[src/snfcs_pkg.sv]
package snfcs_pkg;

  typedef struct packed {
    logic [2:0]  action;
    logic [23:0] address;
    logic [15:0] size;
    logic        link_ok;
    logic [7:0]  status_byte;
  } in_word_t;

  typedef struct packed {
    logic        kind;
    logic [7:0]  opcode;
    logic        has_address;
    logic [23:0] frame_address;
    logic [15:0] length;
    logic [15:0] data_offset;
    logic        wait_first;
    logic        ok;
    logic        last;
  } out_word_t;

  // classified item passed from the front to the back
  typedef struct packed {
    logic [2:0]  action;
    logic [23:0] address;
    logic [15:0] size;
    logic        link_ok;
    logic [7:0]  status_byte;
    logic        bad;
  } cls_t;

  typedef enum logic [1:0] {
    PH_IDLE      = 2'd0,
    PH_WAIT_WEL  = 2'd1,
    PH_POLL      = 2'd2,
    PH_WAIT_WRDI = 2'd3
  } phase_t;

  localparam logic [2:0] ACT_READ   = 3'd0;
  localparam logic [2:0] ACT_PROG   = 3'd1;
  localparam logic [2:0] ACT_SECTOR = 3'd2;
  localparam logic [2:0] ACT_BLOCK  = 3'd3;
  localparam logic [2:0] ACT_STATUS = 3'd4;

  localparam logic [7:0] OP_READ    = 8'h03;
  localparam logic [7:0] OP_RDSR    = 8'h05;
  localparam logic [7:0] OP_WREN    = 8'h06;
  localparam logic [7:0] OP_WRDI    = 8'h04;
  localparam logic [7:0] OP_SECTOR  = 8'h20;
  localparam logic [7:0] OP_BLOCK   = 8'hD8;
  localparam logic [7:0] OP_PROGRAM = 8'h02;

  localparam logic [1:0] REG_MAX_ADDR = 2'd0;
  localparam logic [1:0] REG_PROG_LIM = 2'd1;
  localparam logic [1:0] REG_SECT_LIM = 2'd2;
  localparam logic [1:0] REG_BLK_LIM  = 2'd3;

endpackage

[src/snfcs_front.sv]
module snfcs_front import snfcs_pkg::*; (
  input  logic        clk,
  input  logic        rst_n,
  input  logic        in_valid,
  output logic        in_ready,
  input  in_word_t    in_data,
  input  logic [23:0] max_address,
  output logic        q_valid,
  input  logic        q_ready,
  output cls_t        q_data
);

  localparam int Depth = 2;

  cls_t       mem_r [Depth];
  logic       wp_r, rp_r, wp_nxt, rp_nxt;
  logic [1:0] cnt_r, cnt_nxt;
  cls_t       cls;
  logic [24:0] room;

  // request check against the address limit
  always_comb begin
    room = {1'b0, max_address} - {1'b0, in_data.address};
    cls.action      = in_data.action;
    cls.address     = in_data.address;
    cls.size        = in_data.size;
    cls.link_ok     = in_data.link_ok;
    cls.status_byte = in_data.status_byte;
    cls.bad         = room[24] ||
                      ((in_data.action == ACT_READ || in_data.action == ACT_PROG) &&
                       (in_data.size == 16'd0 || {9'd0, in_data.size} > room));
  end

  assign in_ready = (cnt_r != 2'(Depth));
  assign q_valid  = (cnt_r != 2'd0);
  assign q_data   = mem_r[rp_r];

  // queue pointers
  always_comb begin
    wp_nxt  = wp_r;
    rp_nxt  = rp_r;
    cnt_nxt = cnt_r;
    if (in_valid && in_ready) begin
      wp_nxt = ~wp_r;
    end
    if (q_valid && q_ready) begin
      rp_nxt = ~rp_r;
    end
    cnt_nxt = cnt_r + 2'(in_valid && in_ready) - 2'(q_valid && q_ready);
  end

  always_ff @(posedge clk) begin
    if (!rst_n) begin
      wp_r  <= 1'b0;
      rp_r  <= 1'b0;
      cnt_r <= 2'd0;
    end else begin
      wp_r  <= wp_nxt;
      rp_r  <= rp_nxt;
      cnt_r <= cnt_nxt;
    end
  end

  // queue storage
  always_ff @(posedge clk) begin
    if (in_valid && in_ready) begin
      mem_r[wp_r] <= cls;
    end
  end

endmodule

[src/snfcs_back.sv]
module snfcs_back import snfcs_pkg::*; #(
  parameter int PAGE_BYTES = 256
) (
  input  logic        clk,
  input  logic        rst_n,
  input  logic        q_valid,
  output logic        q_ready,
  input  cls_t        q_data,
  input  logic [11:0] program_poll_limit,
  input  logic [11:0] sector_poll_limit,
  input  logic [11:0] block_poll_limit,
  output logic        out_valid,
  input  logic        out_ready,
  output out_word_t   out_data
);

  localparam int PW = $clog2(PAGE_BYTES);
  localparam int CW = PW + 1;

  phase_t      phase_r, phase_nxt;
  logic [1:0]  op_r, op_nxt;
  logic [23:0] addr_r, addr_nxt;
  logic [15:0] left_r, left_nxt;
  logic [CW-1:0] chunk_r, chunk_nxt;
  logic [15:0] boff_r, boff_nxt;
  logic [11:0] polls_r, polls_nxt;
  logic        cok_r, cok_nxt;

  // output buffer: up to two words
  out_word_t   ob_r [2];
  logic [1:0]  ocnt_r;
  logic        orp_r;
  out_word_t   w0, w1;
  logic [1:0]  nw;

  logic        take, st_ok, wel, wip_clr;
  logic [11:0] pdec;
  logic [15:0] step;
  logic [CW:0] proom;

  assign q_ready   = (ocnt_r == 2'd0) || (ocnt_r == 2'd1 && out_ready);
  assign take      = q_valid && q_ready;
  assign out_valid = (ocnt_r != 2'd0);
  assign out_data  = ob_r[orp_r];

  function automatic out_word_t frame(logic [7:0] opc, logic ha, logic [23:0] a,
                                      logic [15:0] len, logic [15:0] off, logic wt);
    out_word_t f;
    f.kind = 1'b0; f.opcode = opc; f.has_address = ha; f.frame_address = a;
    f.length = len; f.data_offset = off; f.wait_first = wt; f.ok = 1'b0; f.last = 1'b0;
    return f;
  endfunction

  function automatic out_word_t done(logic okv);
    out_word_t f;
    f = '0;
    f.kind = 1'b1;
    f.ok   = okv;
    return f;
  endfunction

  // sequencer step
  always_comb begin
    phase_nxt = phase_r; op_nxt = op_r; addr_nxt = addr_r; left_nxt = left_r;
    chunk_nxt = chunk_r; boff_nxt = boff_r; polls_nxt = polls_r; cok_nxt = cok_r;
    w0 = '0; w1 = '0; nw = 2'd0;
    st_ok   = q_data.link_ok;
    wel     = st_ok && q_data.status_byte[1];
    wip_clr = st_ok && !q_data.status_byte[0];
    pdec    = polls_r - 12'd1;
    step    = ({{(16-CW){1'b0}}, chunk_r} <= left_r) ? {{(16-CW){1'b0}}, chunk_r} : left_r;
    proom   = (CW+1)'(PAGE_BYTES) - (CW+1)'(q_data.address[PW-1:0]);
    if (q_data.action <= ACT_BLOCK) begin
      if (phase_r == PH_IDLE) begin
        if (q_data.bad) begin
          w0 = done(1'b0); nw = 2'd1;
        end else if (q_data.action == ACT_READ) begin
          w0 = frame(OP_READ, 1'b1, q_data.address, q_data.size, 16'd0, 1'b0);
          w1 = done(1'b1); nw = 2'd2;
        end else begin
          op_nxt   = q_data.action[1:0];
          addr_nxt = q_data.address;
          boff_nxt = 16'd0;
          if (q_data.action == ACT_PROG) begin
            left_nxt  = q_data.size;
            chunk_nxt = ({{(16-CW-1){1'b0}}, proom} > q_data.size) ?
                        CW'(q_data.size) : proom[CW-1:0];
          end else begin
            left_nxt  = 16'd0;
            chunk_nxt = '0;
          end
          w0 = frame(OP_WREN, 1'b0, 24'd0, 16'd0, 16'd0, 1'b0);
          w1 = frame(OP_RDSR, 1'b0, 24'd0, 16'd1, 16'd0, 1'b0); nw = 2'd2;
          cok_nxt = 1'b1; phase_nxt = PH_WAIT_WEL;
        end
      end
    end else if (q_data.action == ACT_STATUS) begin
      unique case (phase_r)
        PH_WAIT_WEL: begin
          if (wel) begin
            if (op_r == ACT_PROG[1:0]) begin
              w0 = frame(OP_PROGRAM, 1'b1, addr_r, {{(16-CW){1'b0}}, chunk_r}, boff_r, 1'b0);
              polls_nxt = program_poll_limit;
            end else begin
              w0 = frame((op_r == ACT_BLOCK[1:0]) ? OP_BLOCK : OP_SECTOR, 1'b1, addr_r,
                         16'd0, 16'd0, 1'b0);
              polls_nxt = (op_r == ACT_BLOCK[1:0]) ? block_poll_limit : sector_poll_limit;
            end
            w1 = frame(OP_RDSR, 1'b0, 24'd0, 16'd1, 16'd0, 1'b1); nw = 2'd2;
            phase_nxt = PH_POLL;
          end else begin
            w0 = done(1'b0); nw = 2'd1; phase_nxt = PH_IDLE;
          end
        end
        PH_POLL: begin
          if (wip_clr || pdec == 12'd0) begin
            if (!wip_clr) polls_nxt = pdec;
            cok_nxt = wip_clr;
            w0 = frame(OP_WRDI, 1'b0, 24'd0, 16'd0, 16'd0, 1'b0);
            w1 = frame(OP_RDSR, 1'b0, 24'd0, 16'd1, 16'd0, 1'b0); nw = 2'd2;
            phase_nxt = PH_WAIT_WRDI;
          end else begin
            polls_nxt = pdec;
            w0 = frame(OP_RDSR, 1'b0, 24'd0, 16'd1, 16'd0, 1'b1); nw = 2'd1;
          end
        end
        PH_WAIT_WRDI: begin
          if (!cok_r) begin
            w0 = done(1'b0); nw = 2'd1; phase_nxt = PH_IDLE;
          end else if (op_r == ACT_PROG[1:0]) begin
            left_nxt = left_r - step;
            boff_nxt = boff_r + step;
            addr_nxt = addr_r + {8'd0, step};
            if (left_r != step) begin
              chunk_nxt = (left_nxt < 16'(PAGE_BYTES)) ? left_nxt[CW-1:0] : CW'(PAGE_BYTES);
              w0 = frame(OP_WREN, 1'b0, 24'd0, 16'd0, 16'd0, 1'b0);
              w1 = frame(OP_RDSR, 1'b0, 24'd0, 16'd1, 16'd0, 1'b0); nw = 2'd2;
              cok_nxt = 1'b1; phase_nxt = PH_WAIT_WEL;
            end else begin
              w0 = done(1'b1); nw = 2'd1; phase_nxt = PH_IDLE;
            end
          end else begin
            w0 = done(1'b1); nw = 2'd1; phase_nxt = PH_IDLE;
          end
        end
        default: ;
      endcase
    end
    if (nw == 2'd1) w0.last = 1'b1;
    if (nw == 2'd2) w1.last = 1'b1;
  end

  always_ff @(posedge clk) begin
    if (!rst_n) begin
      phase_r <= PH_IDLE; op_r <= 2'd0; addr_r <= '0; left_r <= '0; chunk_r <= '0;
      boff_r <= '0; polls_r <= '0; cok_r <= 1'b1;
      ocnt_r <= 2'd0; orp_r <= 1'b0;
    end else begin
      if (take) begin
        phase_r <= phase_nxt; op_r <= op_nxt; addr_r <= addr_nxt; left_r <= left_nxt;
        chunk_r <= chunk_nxt; boff_r <= boff_nxt; polls_r <= polls_nxt; cok_r <= cok_nxt;
      end
      // output buffer: new words load only when it is empty or its last word drains this cycle
      if (take && nw != 2'd0) begin
        ocnt_r <= nw; orp_r <= 1'b0;
      end else if (out_valid && out_ready) begin
        ocnt_r <= ocnt_r - 2'd1; orp_r <= ~orp_r;
      end
    end
  end

  always_ff @(posedge clk) begin
    if (take && nw != 2'd0) begin
      ob_r[0] <= w0;
      ob_r[1] <= w1;
    end
  end

endmodule

[src/spi_nor_flash_command_sequencer_top.sv]
// input words are registered in a queue, result words in an output buffer
// throughput: one input word per cycle while each gives one result word
// and out_ready is high; a two-word input holds off the next until its last drains
// a two-entry queue parts input from the sequencer; no clearing pass
// synchronous active-low reset restores register defaults and idle state
module spi_nor_flash_command_sequencer_top import snfcs_pkg::*; #(
  parameter int PAGE_BYTES = 256
) (
  input  logic        clk,
  input  logic        rst_n,
  input  logic        in_valid,
  output logic        in_ready,
  input  in_word_t    in_data,
  output logic        out_valid,
  input  logic        out_ready,
  output out_word_t   out_data,
  input  logic        cfg_valid,
  output logic        cfg_ready,
  input  logic [1:0]  cfg_index,
  input  logic [23:0] cfg_data
);

  logic [23:0] max_addr_r;
  logic [11:0] prog_lim_r, sect_lim_r, blk_lim_r;
  logic        q_valid, q_ready;
  cls_t        q_data;

  assign cfg_ready = 1'b1;

  // configuration registers
  always_ff @(posedge clk) begin
    if (!rst_n) begin
      max_addr_r <= 24'h7FFFFF;
      prog_lim_r <= 12'd4;
      sect_lim_r <= 12'd300;
      blk_lim_r  <= 12'd3000;
    end else if (cfg_valid) begin
      case (cfg_index)
        REG_MAX_ADDR: max_addr_r <= cfg_data;
        REG_PROG_LIM: prog_lim_r <= cfg_data[11:0];
        REG_SECT_LIM: sect_lim_r <= cfg_data[11:0];
        REG_BLK_LIM:  blk_lim_r  <= cfg_data[11:0];
        default: ;
      endcase
    end
  end

  snfcs_front u_front (
    .clk, .rst_n, .in_valid, .in_ready, .in_data,
    .max_address(max_addr_r),
    .q_valid, .q_ready, .q_data
  );

  snfcs_back #(.PAGE_BYTES(PAGE_BYTES)) u_back (
    .clk, .rst_n, .q_valid, .q_ready, .q_data,
    .program_poll_limit(prog_lim_r),
    .sector_poll_limit(sect_lim_r),
    .block_poll_limit(blk_lim_r),
    .out_valid, .out_ready, .out_data
  );

endmodule
[config.mk]
export PLATFORM = sky130hd
export DESIGN_NAME = spi_nor_flash_command_sequencer_top
export DESIGN_NICKNAME = d
export VERILOG_FILES = /design/src/snfcs_pkg.sv /design/src/snfcs_front.sv /design/src/snfcs_back.sv /design/src/spi_nor_flash_command_sequencer_top.sv
export SDC_FILE = /design/constraint.sdc
export NUM_CORES = 1
export LEC_CHECK = 0
export BUFFER_PORTS_ARGS = -buffer_cell sky130_fd_sc_hd__buf_2
export CORE_MARGIN = 8
export CORE_UTILIZATION = 40
export DETAILED_ROUTE_END_ITERATION = 7
export GPL_TIMING_DRIVEN = 0
export HOLD_SLACK_MARGIN = 0.06
export SYNTH_ARGS = -nofsm -noshare
export SYNTH_HDL_FRONTEND = slang
export SYNTH_SLANG_ARGS = --single-unit
[constraint.sdc]
create_clock -name clk -period 15.9 [get_ports clk]
set_input_delay 4.77 -clock clk [delete_from_list [all_inputs] [get_ports clk]]
set_output_delay 4.77 -clock clk [all_outputs]
set_load 0.005 [all_outputs]
* Word-level counts from Yosys, hierarchy flattened
Memories as Yosys holds them, arrays and structs flattened. A register that Yosys moved wholly into a read port is not among the register bits.
Cells that the tools add are included.
** Word-level totals
- Bits of input ports :: 83
- Memories :: 2
- Word-level logic and storage cells :: 215
- Flip-flop bits (word level) :: 149
- RAM bits :: 244
** Cells by class
- $lt $le $gt $ge :: 5
- Add/subtract/negate cells :: 9
- Bitwise logic cells :: 7
- Multiplexer cells :: 109
- Equality and inequality tests :: 22
- Reductions and logical operators :: 44
** Memories
- u_back.ob_r :: depth 2, width 69, read ports 1, clocked after Yosys merged registers in 1, write ports 2, RTL line snfcs_back.sv:30 : out_word_t ob_r [2];
- u_front.mem_r :: depth 2, width 53, read ports 1, clocked after Yosys merged registers in 1, write ports 1, RTL line snfcs_front.sv:15 : cls_t mem_r [Depth];
** Operator list (number)
- 2-to-1 mux 69 bit :: 15
- case mux 69 bit (3 select lines) :: 2
- 2-to-1 mux 16 bit :: 18
- 2-to-1 mux 63 bit :: 4
- 2-to-1 mux 24 bit :: 8
- 2-to-1 mux 9 bit :: 12
- 2-to-1 mux 68 bit :: 1
- 2-to-1 mux 61 bit :: 1
- 2-to-1 mux 12 bit :: 5
- 2-to-1 mux 2 bit :: 19
- > comparator 16 x 25 -> 1 bit :: 1
- subtractor 24 x 24 -> 25 bit :: 1
- adder 24 x 16 -> 24 bit :: 1
- case mux 12 bit (2 select lines) :: 1
- nonzero test 2 bit :: 10
- 2-to-1 mux 1 bit :: 19
- adder 16 bit :: 1
- > comparator 10 x 16 -> 1 bit :: 1
- <= comparator 9 x 16 -> 1 bit :: 1
- logical NOT 16 bit :: 1
- less-than comparator 16 x 9 -> 1 bit, second input constant :: 1
- != test 16 bit :: 1
- subtractor 16 bit :: 1
- AND reduction 7 bit :: 2
- other kinds (32) :: 69

* Longest topological paths before layout
Gate-level depths: netlist (run 1).
- Depth in word-level cells :: 13
- Depth in mapped cells :: 25
- Gate-level depth less buffers :: 23

* Hierarchy
A second synthesis (run 1) with hierarchy kept.
** Second synthesis, totals
- Cell total of the unflattened synthesis :: 1897
- Area, all modules :: 18906.9 µm²
** Modules (own cells, without submodules)
- snfcs_back :: area an instance 10608.9 µm², sequential area each 3823.7 µm², times used 1, cells each 1223
- snfcs_front :: area an instance 5789.3 µm², sequential area each 3283.1 µm², times used 1, cells each 432
- spi_nor_flash_command_sequencer_top :: area an instance 2508.7 µm², sequential area each 1201.2 µm², times used 1, cells each 242

* Worst setup path after synthesis (run 1)
Ideal clock, no wire load.
- Kind :: input port to flip-flop
- From :: input port in_data[29] (netlist bit)
- To :: memory u_front.mem_r[0][0] (netlist bit) (data pin)
- Arrival :: 7.943 ns
- Data required time :: 15.714 ns
- Stages :: 19
- Setup slack :: 7.771 ns
- Path through :: inv_1 -> ha_1 -> a21o_1 -> or3_1 -> o221a_4 -> o21a_1 -> nor2_1 -> o21bai_1 -> a21oi_1 -> xor2_1 -> ha_1 -> nand4_1 -> nor3_1 -> o21ai_0 -> nor2_1 -> o211ai_1 -> nor4_1 -> nand3_1 -> o311ai_2
** RTL lines
- from (decl) :: RTL line spi_nor_flash_command_sequencer_top.sv:13 : input in_word_t in_data,
- to (decl) :: RTL line snfcs_front.sv:15

==> impl_metrics.toml, run 1 <==
[die]
core_mm2 = 0.0441
initial_utilization = 0.404
num_io_pins = 155
die_width_um = 227
fp.dieH_um = 227
fp-row-count = 77
die_area_mm2 = 0.0515

[sta]
worst_slew_pin_slew_ns = 1.12
drv_slew = 0
max_freq_mhz = 116
holdWs_ns = 0.455
timing.final.crit_share = 0.540
layout_setup_ws_ns = 7.31
setup_violations = 0
fin_setup_tns_ns = 0
fin_skew_ns = 0.0251
finalCriticalPeriod_ns = 8.59
slew_headroom = 0.256
hold_viol_final = 0
rsz0062_at_grt = "no"

[synth]
synth_ff_type = "edfxtp_1"
netlist.area_leader.share = 0.276
yosysWarningCount = 0
synth-edff-count = 164
syn-cell-area_mm2 = 0.0178
synth_cell_types = 79
synthCells = 1923
syn_avg_cell_area_um2 = 9.26
yosysSeqAreaShare = 0.446
synthTopCellsByCount = "240 x nand2_1, 164 x edfxtp_1, 151 x dfxtp_1"
async_reset_ff_frac = 0
ys_ff_latch = 315
synthTopCellsByArea = "edfxtp_1 28%, dfxtp_1 17%, ha_1 7.4%"
netlist.top_cell.by_area = "edfxtp_1"
synth_most_common_cell = "nand2_1"

[grt]
grt_max_degree = 67
grt_pass1_wl_um = 86700
globalRouteTotalUtil = 0.218
grt-ovfl-total = 0
grt_pass1_vias = 15000
antenna_found_initial = 0

[hold_path]
hp-start = "prog_lim_r[8]"
min_to = "prog_lim_r[8]"
hold_class = "flop to flop"
min_delay_path_depth = 2

[clocking]
cts_setup_buffers = 0
clk_latency_ns = 0.56
post_cts_resized = 0
cts_hold_buf = 0
cts_tree = "done"
clockBufferDepth = 3
numCtsBuffers = 37
htreeDepth = 2
clkTransAtPathRegs_ns = 0.06
cts-root-buf = "clkbuf_16"
clock_sinks = 315

[cells_and_area]
layout.nets = 2316
antenna_cells = 0
area_delta_synth_final_pct = 16.0
fill_cells = 4318
final-instance-count-excl-fill = 2745
multi_input_area_mm2 = 0.00918
seq_area_mm2 = 0.00795
drive_above_1_share = 0.120

[place]
portBuffers = 147
dp_hpwl_um = 44000
gp_congestion = 0.974
dp_slack_ns = 6.75
place_inst = 2677

[route]
vias = 15300
ant_nets = 0
drtPass1Iterations = 6
wl_um = 57000
drcViolationCount = 0
wl_per_cell_um = 20.8
first_iter_violations = 1003
viasPerCell = 5.57

[worst_setup_path]
worstPathRequired_ns = 16.22
endpoint_kind = "flop"
startpoint = "in_data[25]"
critPathKind = "input pin to flop"
start_kind = "input pin"
crit_arrival_ns = 8.90
crit_fanout = 4
r2r-end = "u_back.addr_r[16]"
ff2ff_path_depth = 23
r2r_setup_slack_ns = 9.68
r2r-start = "u_back.left_r[1]"

[outcome]
outcome = "complete, no violations"

[power_and_ir_drop]
vdd_drop_max_uv = 103
leakagePower_uw = 0.00838
p_per_area_mw_per_mm2 = 156

[run]
cap_violations = 0
-- kinds of logic (layout without fill, tap and decap cells) --
kind of cell / Yosys count / count (layout) / share of synthesized area
and+or+nand+nor: 691 / 691 / 0.185
AOI/OAI and AO/OA: 491 / 491 / 0.182
adders and majority gates: 109 / 109 / 0.0782
DFF: 315 / 315 / 0.446
buffers and inverters: 192 / 410 / 0.0422
other: 2 / 14 / 0.000422
xor gates and xnor gates: 51 / 51 / 0.0251
muxes: 72 / 72 / 0.0410
-- how the worst max path moves through the flow --
stage	cells past startpoint	slack [ns]	end
floorplan	19	7.77	u_front.mem_r[0][0]
global placement	20	6.77	u_front.mem_r[0][0]
detailed placement	20	6.75	u_front.mem_r[0][0]
CTS	20	7.33	u_front.mem_r[0][0]
global route	20	7.15	u_front.mem_r[0][0]
finish	20	7.31	u_front.mem_r[0][0]
-- state kept, by name, summed over array words and instances (netlist names), named ones only --
register        cells
blk_lim_r          12
max_addr_r         24
prog_lim_r         12
sect_lim_r         12
u_back.addr_r      24
u_back.boff_r      16
u_back.chunk_r      9
u_back.cok_r        1
u_back.left_r      16
u_back.ob_r        70
u_back.ocnt_r       2
u_back.op_r         2
u_back.orp_r        1
u_back.phase_r      2
u_back.polls_r     12
u_front.cnt_r       2
u_front.mem_r      94
u_front.rp_r        1
u_front.wp_r        1
-- final cells by class --
cell class	instances	share of cell area
timing repair buffer	150	0.0389
inverter	91	0.0165
buffer	101	0.0199
multi-input combinational	1428	0.444
clock buffer	47	0.0497
clock inverter	21	0.0108
sequential	315	0.384
tap	592	0.0358
-- placed cells by master, fill, tap and decap left out, types with 72 or more instances in the layout --
master / count
dfxtp_1: 151
nor2_1: 138
inv_1: 91
nor2b_1: 72
a21oi_1: 123
buf_2: 156
o21ai_0: 118
edfxtp_1: 164
clkbuf_1: 89
nand2_1: 239
ha_1: 105
-- layer usage --
layer | track usage | share of wire | wire length [um]
met5 | 0 | 0 | 0
met4 | 0.0956 | 0.042 | 2380
met3 | 0.0347 | 0.058 | 3330
met2 | 0.364 | 0.47 | 26700
met1 | 0.277 | 0.43 | 24500
-- report_power, final --
part / internal (uW) / switching, uW
Clock: 526 / 357
Sequential: 990 / 48.8
Combinational: 475 / 821
Total: 1990 / 1230
-- through the flow --
| step | power (uW) | instance area, um^2 | utilization |
|---|---|---|---|
| after floorplan | 1890 | 17900 | - |
| after global placement | 2330 | 19300 | 0.438 |
| after detailed placement | 2340 | 19400 | 0.440 |
| after CTS | 3230 | 20700 | 0.468 |
| after global routing | 3400 | 20700 | 0.468 |
| final | 3220 | 20700 | 0.468 |
-- worst max-delay path, cell delays in order --
cell and delay (ns):
buf_2 0.13, ha_1 0.16, inv_1 0.05, fa_1 0.39
a21o_1 0.21, a221oi_1 0.29, a21boi_0 0.22, a21oi_1 0.43
o21bai_1 0.10, a21oi_1 0.18, xor2_1 0.10, ha_1 0.28
nand4_1 0.12, nor3_1 0.26, o21ai_0 0.14, nor2_1 0.15
o211ai_1 0.12, nor4_1 0.25, nand3_1 0.14, o311ai_2 0.38
Note: power is estimated with default switching activity, not from simulation.
==> run 2, diff against run 1 <==
--- a/config.mk
+++ b/config.mk
@@ -5,6 +5,7 @@
 export SDC_FILE = /design/constraint.sdc
 export NUM_CORES = 1
 export LEC_CHECK = 0
+export ABC_AREA = 1
 export BUFFER_PORTS_ARGS = -buffer_cell sky130_fd_sc_hd__buf_2
 export CORE_MARGIN = 8
 export CORE_UTILIZATION = 40
==> constraint.sdc (replaced) <==
create_clock -name clk -period 8.44 [get_ports clk]
set_input_delay 2.532 -clock clk [delete_from_list [all_inputs] [get_ports clk]]
set_output_delay 2.532 -clock clk [all_outputs]
set_load 0.005 [all_outputs]
==> impl_metrics.toml, run 2 <==
[worst_setup_path]
cpMostUsedCell = "nand2_1"
path_depth = 27
crit_arrival_ns = 5.94
endpoint_kind = "flop"
r2r_setup_slack_ns = 2.68
slowest_stage = "inv_4"
critical_path_buf_inv_count = 6
crit_fanout = 72
ff2ff_path_depth = 27
start_kind = "flop"
worstPathRequired_ns = 8.62
max_stage_delay_ns = 0.68
critPathKind = "flop to flop"
crit_family = "buffers and inverters"

[sta]
hold_viol_final = 0
layout_setup_ws_ns = 2.68
max_freq_mhz = 174
fin_skew_ns = 0.0243
slew_headroom = 0.274
finalCriticalPeriod_ns = 5.76
drv_slew = 0
worst_slew_pin_slew_ns = 1.09
setup_violations = 0
fin_setup_tns_ns = 0
timing.final.crit_share = 0.683
rsz0062_at_grt = "no"

[power_and_ir_drop]
p_switching_uw = 2900
p_per_area_mw_per_mm2 = 322
vdd_drop_max_uv = 168
power.internal_uw = 3910
p_seq_frac = 0.295
clockPowerShare = 0.261
comb_power_share = 0.444
switching_share = 0.426
leakagePower_uw = 0.00928
p_total_uw = 6800

[cells_and_area]
layout_common_cells = "494 x nand2_1, 284 x inv_1, 270 x nor2_1"
largest_reg_flops = 94
antenna_cells = 0
drive_above_1_share = 0.118
fill_cells = 4535
layout_commonest_cell = "nand2_1"
layout.nets = 2695
utilization = 0.468
area_delta_synth_final_pct = 16.2
reg.largest.list = "u_front.mem_r x94, u_back.ob_r x70"
fin_area_mm2 = 0.0211
regMostFlops = "u_front.mem_r"

[route]
drtPass1Iterations = 7
wl_per_cell_um = 18.3
viasPerCell = 5.22
wl_um = 57400
vias = 16400
first_iter_violations = 1324
ant_nets = 0
drcViolationCount = 0

[synth]
synth_ff_type = "edfxtp_1"
yosysSeqAreaShare = 0.438
synthXorXnorAreaFrac = 0.0207
synthCells = 2301
synthAdderAreaFrac = 0.0768
syn_avg_cell_area_um2 = 7.89
synth_cell_types = 69
muxShareOfSynthArea = 0.00841
synthTopCellsByArea = "edfxtp_1 27%, dfxtp_1 17%, nand2_1 10%"
ys_ff_latch = 315
synthTopCellsByCount = "494 x nand2_1, 285 x inv_1, 272 x nor2_1"
synth-edff-count = 164
netlist.top_cell.by_area = "edfxtp_1"
synth_top_family_by_area = "simple AND/OR/NAND/NOR gates"
synth_most_common_cell = "nand2_1"
synth-compound-area-share = 0.151
syn-cell-area_mm2 = 0.0182
yosysWarningCount = 0
async_reset_ff_frac = 0
netlist.area_leader.share = 0.271
synth-simple-area-share = 0.222

[outcome]
outcome = "complete, no violations"

[clocking]
clock_sinks = 315
clkTransAtPathRegs_ns = 0.06
htreeDepth = 2
clockBufferDepth = 3
cts_tree = "done"
cts-root-buf = "clkbuf_16"
clk_latency_ns = 0.57
cts_setup_buffers = 0
post_cts_resized = 0
numCtsBuffers = 39
cts_hold_buf = 0

[die]
initial_utilization = 0.403
die_area_mm2 = 0.0525
core_mm2 = 0.0451
num_io_pins = 155
fp-row-count = 78
fp.dieH_um = 229
die_width_um = 229

[grt]
grt-ovfl-total = 0
globalRouteTotalUtil = 0.211
grt_pass1_wl_um = 88100
antenna_found_initial = 0
grt_pass1_vias = 15800
grt_max_degree = 73

[place]
dp_slack_ns = 2.42
place_area_mm2 = 0.0197
gp_congestion = 0.960
dp_hpwl_um = 44400
portBuffers = 147

[hold_path]
min_delay_path_depth = 1
hold_class = "flop to flop"

[run]
cap_violations = 0
[run 2: stage by stage]
stage | hold WS, ns | std cells
4_1_cts | 0.455 | 3134
6_report | 0.453 | 3134
5_1_grt | 0.483 | 3134
3_5_place_dp | 0.444 | 3062
3_3_place_gp | 0.436 | 3060
2_1_floorplan | 0.426 | 2313
[run 2: cell families after synthesis]
logic type               after synthesis
AO/OA/AOI/OAI                        481
XOR/XNOR                              43
adder cells (fa/ha/maj)              109
buffers and inverters                377
flip-flops                           315
multiplexers                          15
other                                  2
AND/OR/NAND/NOR                      959
[run 2: path summary, 6_finish.rpt]
kind                        endpoint              from
setup / recovery  u_back.ob_r[0][34]  u_back.left_r[1]
hold / removal          u_front.rp_r      u_front.rp_r
setup reg to reg  u_back.ob_r[0][34]  u_back.left_r[1]
hold reg to reg         u_front.rp_r      u_front.rp_r
[run 2: layer usage]
layer	global-route usage	part of all wire	vias up
met5	0	0	-
met4	0.0907	0.043	0
met3	0.0356	0.058	109
met2	0.353	0.46	526
met1	0.267	0.44	7641
li1	-	-	8076
[run 2: cell type report]
type | count | area [um^2] | area share
Timing Repair Buffer | 149 | 776 | 0.0368
Clock inverter | 19 | 292 | 0.0138
Buffer | 77 | 365 | 0.0173
Clock buffer | 53 | 1060 | 0.0502
Multi-Input combinational cell | 1621 | 8770 | 0.416
Tap cell | 600 | 751 | 0.0356
Inverter | 300 | 1130 | 0.0536
Sequential cell | 315 | 7950 | 0.377
[run 2: worst register-to-register path, stage by stage (launching register included)]
cell	delay [ns]
dfxtp_1	0.41
inv_1	0.12
ha_1	0.31
a21oi_1	0.17
o21ai_0	0.11
nand2_1	0.07
o211ai_1	0.11
a21oi_1	0.15
a211o_1	0.27
clkbuf_1	0.38
nand2_1	0.08
o21ai_0	0.29
inv_1	0.11
ha_1	0.39
inv_1	0.06
nor2_1	0.23
nand2_1	0.08
nor2_1	0.11
nand3_1	0.20
nand2_1	0.21
o21ai_0	0.12
a21oi_1	0.16
nor2_1	0.09
nand2_2	0.11
inv_2	0.04
nand3_1	0.08
nand2_1	0.13
inv_4	0.68
[run 2: power groups by stage]
stage	clock network (uW)	logic [uW]	registers [uW]
final	1770	3020	2010
after global placement	0	2940	2050
after floorplan	0	2000	2010
after global routing	1860	3340	2030
after detailed placement	0	2990	2040
after CTS	1800	3000	2010
==> run 3, diff against run 2 <==
==> constraint.sdc (replaced) <==
create_clock -name clk -period 4.9 [get_ports clk]
set_input_delay 1.47 -clock clk [delete_from_list [all_inputs] [get_ports clk]]
set_output_delay 1.47 -clock clk [all_outputs]
set_load 0.005 [all_outputs]
==> impl_metrics.toml, run 3 (synthesized netlist as in run 2, its figures left out) <==
[place]
gp_congestion = 0.951
portBuffers = 147
place_area_mm2 = 0.0198
dp_hpwl_um = 44400

[route]
drtPass1Iterations = 5
viasPerCell = 5.19
vias = 16300
ant_nets = 0
first_iter_violations = 1213
wl_um = 57500
wl_per_cell_um = 18.3
drcViolationCount = 0

[worst_setup_path]
worstPathRequired_ns = 5.16
r2r_setup_slack_ns = 0.22
r2r-end = "u_back.ob_r[0][31]"
r2r-start = "u_back.left_r[1]"
start_kind = "flop"
ff2ff_path_depth = 26
crit_arrival_ns = 4.94
critPathKind = "flop to flop"
endpoint_kind = "flop"
crit_fanout = 10

[power_and_ir_drop]
switching_share = 0.436
leakagePower_uw = 0.00932
vdd_drop_max_uv = 342
comb_power_share = 0.477
clockPowerShare = 0.229
power.internal_uw = 6630
p_switching_uw = 5120
p_seq_frac = 0.294
p_per_area_mw_per_mm2 = 554

[outcome]
outcome = "complete, no violations"

[cells_and_area]
reg.largest.list = "u_front.mem_r x94, u_back.ob_r x70"
fin_area_mm2 = 0.0212
seq_area_mm2 = 0.00795
layout_common_cells = "492 x nand2_1, 283 x inv_1, 269 x nor2_1"
drive_above_1_share = 0.130
layout_commonest_cell = "nand2_1"
multi_input_area_mm2 = 0.00886
antenna_cells = 0
fill_cells = 4605
utilization = 0.470
regMostFlops = "u_front.mem_r"
largest_reg_flops = 94
area_delta_synth_final_pct = 16.8
layout.nets = 2709

[die]
core_mm2 = 0.0451
initial_utilization = 0.403
die_area_mm2 = 0.0525
die_width_um = 229
fp.dieH_um = 229
fp-row-count = 78
num_io_pins = 155

[sta]
finalCriticalPeriod_ns = 4.68
setup_violations = 0
slew_headroom = 0.266
drv_slew = 0
max_freq_mhz = 214
worst_slew_pin_slew_ns = 1.10
fin_skew_ns = 0.0248
holdWs_ns = 0.456
hold_viol_final = 0
timing.final.crit_share = 0.954

[hold_path]
min_delay_path_depth = 1
hp-start = "u_front.rp_r"
hold_class = "flop to flop"

[run]
cap_violations = 0

[clocking]
clk_latency_ns = 0.57
htreeDepth = 2
clkTransAtPathRegs_ns = 0.06
clock_sinks = 315
cts-root-buf = "clkbuf_16"
cts_hold_buf = 0
clockBufferDepth = 3
numCtsBuffers = 37
cts_tree = "done"

[grt]
grt_pass1_vias = 15800
grt-ovfl-total = 0
grt_max_degree = 38
antenna_found_initial = 0
globalRouteTotalUtil = 0.210
grt_pass1_wl_um = 88100
[run 3: changes by cell type in the layout (fill, tap and decap cells not counted), sizes merged]
cell and delta:
inv -1, clkinv +3, clkbuf -3, bufinv -5
buf +14, clkinvlp +2
[run 3: area by class of cell]
type | count | area share
plain buffers | 77 | 0.0174
clock buffers | 49 | 0.0472
clock inverters | 17 | 0.00820
inverters | 300 | 0.0534
multi-input cells | 1621 | 0.418
flip-flops and latches | 315 | 0.375
well taps | 600 | 0.0354
repair buffers | 164 | 0.0451
repair inverters | 1 | 0.000354
[run 3: power groups by stage]
stage | clock, uW | sequential, uW | combinational (uW)
2_1_floorplan | 0 | 3460 | 3440
3_3_place_gp | 0 | 3530 | 5030
3_5_place_dp | 0 | 3510 | 5120
4_1_cts | 2730 | 3450 | 5250
5_1_grt | 2830 | 3500 | 6150
6_report | 2690 | 3460 | 5600
[run 3: per-stage QoR]
stage,cells,setup WS [ns],setup TNS [ns],total power [uW]
2_1_floorplan,2313,0.150,0,6900
3_3_place_gp,3060,-1.38,-133.52,8560
3_5_place_dp,3063,-0.850,-52.28,8640
4_1_cts,3134,0.00779,0,11400
5_1_grt,3144,-0.00261,-0.00919,12500
6_report,3144,0.225,0,11700
[run 3: worst max-delay path by stage]
stage / endpoint / start / cells past startpoint / slack [ns]
after detailed placement: u_back.ob_r[0][29] / u_back.left_r[1] / 28 / -0.85
after global placement: u_back.ob_r[0][29] / u_back.left_r[1] / 27 / -1.38
after CTS: u_back.ob_r[0][34] / u_back.left_r[1] / 28 / 0.008
after floorplan: u_back.ob_r[0][0] / u_back.left_r[1] / 25 / 0.15
after global routing: u_back.ob_r[0][40] / u_back.left_r[1] / 26 / -0.003
final: u_back.ob_r[0][31] / u_back.left_r[1] / 26 / 0.22
[run 3: timing repair]
item                       CTS  global route
gates cloned                 1             3
buffers inserted             4             7
setup endpoints to repair   72            84
hold endpoints to repair     0             0
resized for setup           18            18
pin swaps                    0             2
[run 3: layer usage]
metal  part of all wire  global-route usage
met5                  0                   0
met4              0.042              0.0887
met3              0.055              0.0341
met2               0.47               0.352
met1               0.44               0.266
[run 3: worst max-delay path, cell delays in order (launching register included)]
cell and delay, ns:
dfxtp_1 0.38, inv_2 0.09, ha_1 0.30, a21oi_1 0.07, o21ai_0 0.18, nand2_1 0.10, o211ai_1 0.11, a21oi_1 0.09
a211o_2 0.39, buf_4 0.19, o21ai_4 0.21, inv_1 0.07, ha_2 0.38, nand4_1 0.16, nor2_1 0.16, nand3_2 0.16
nand2_2 0.14, o21ai_0 0.08, a21oi_1 0.16, nor2_2 0.07, nand2_2 0.11, inv_2 0.04, nand3_1 0.11, nand2_2 0.13
clkinvlp_4 0.17, buf_12 0.14, buf_12 0.14
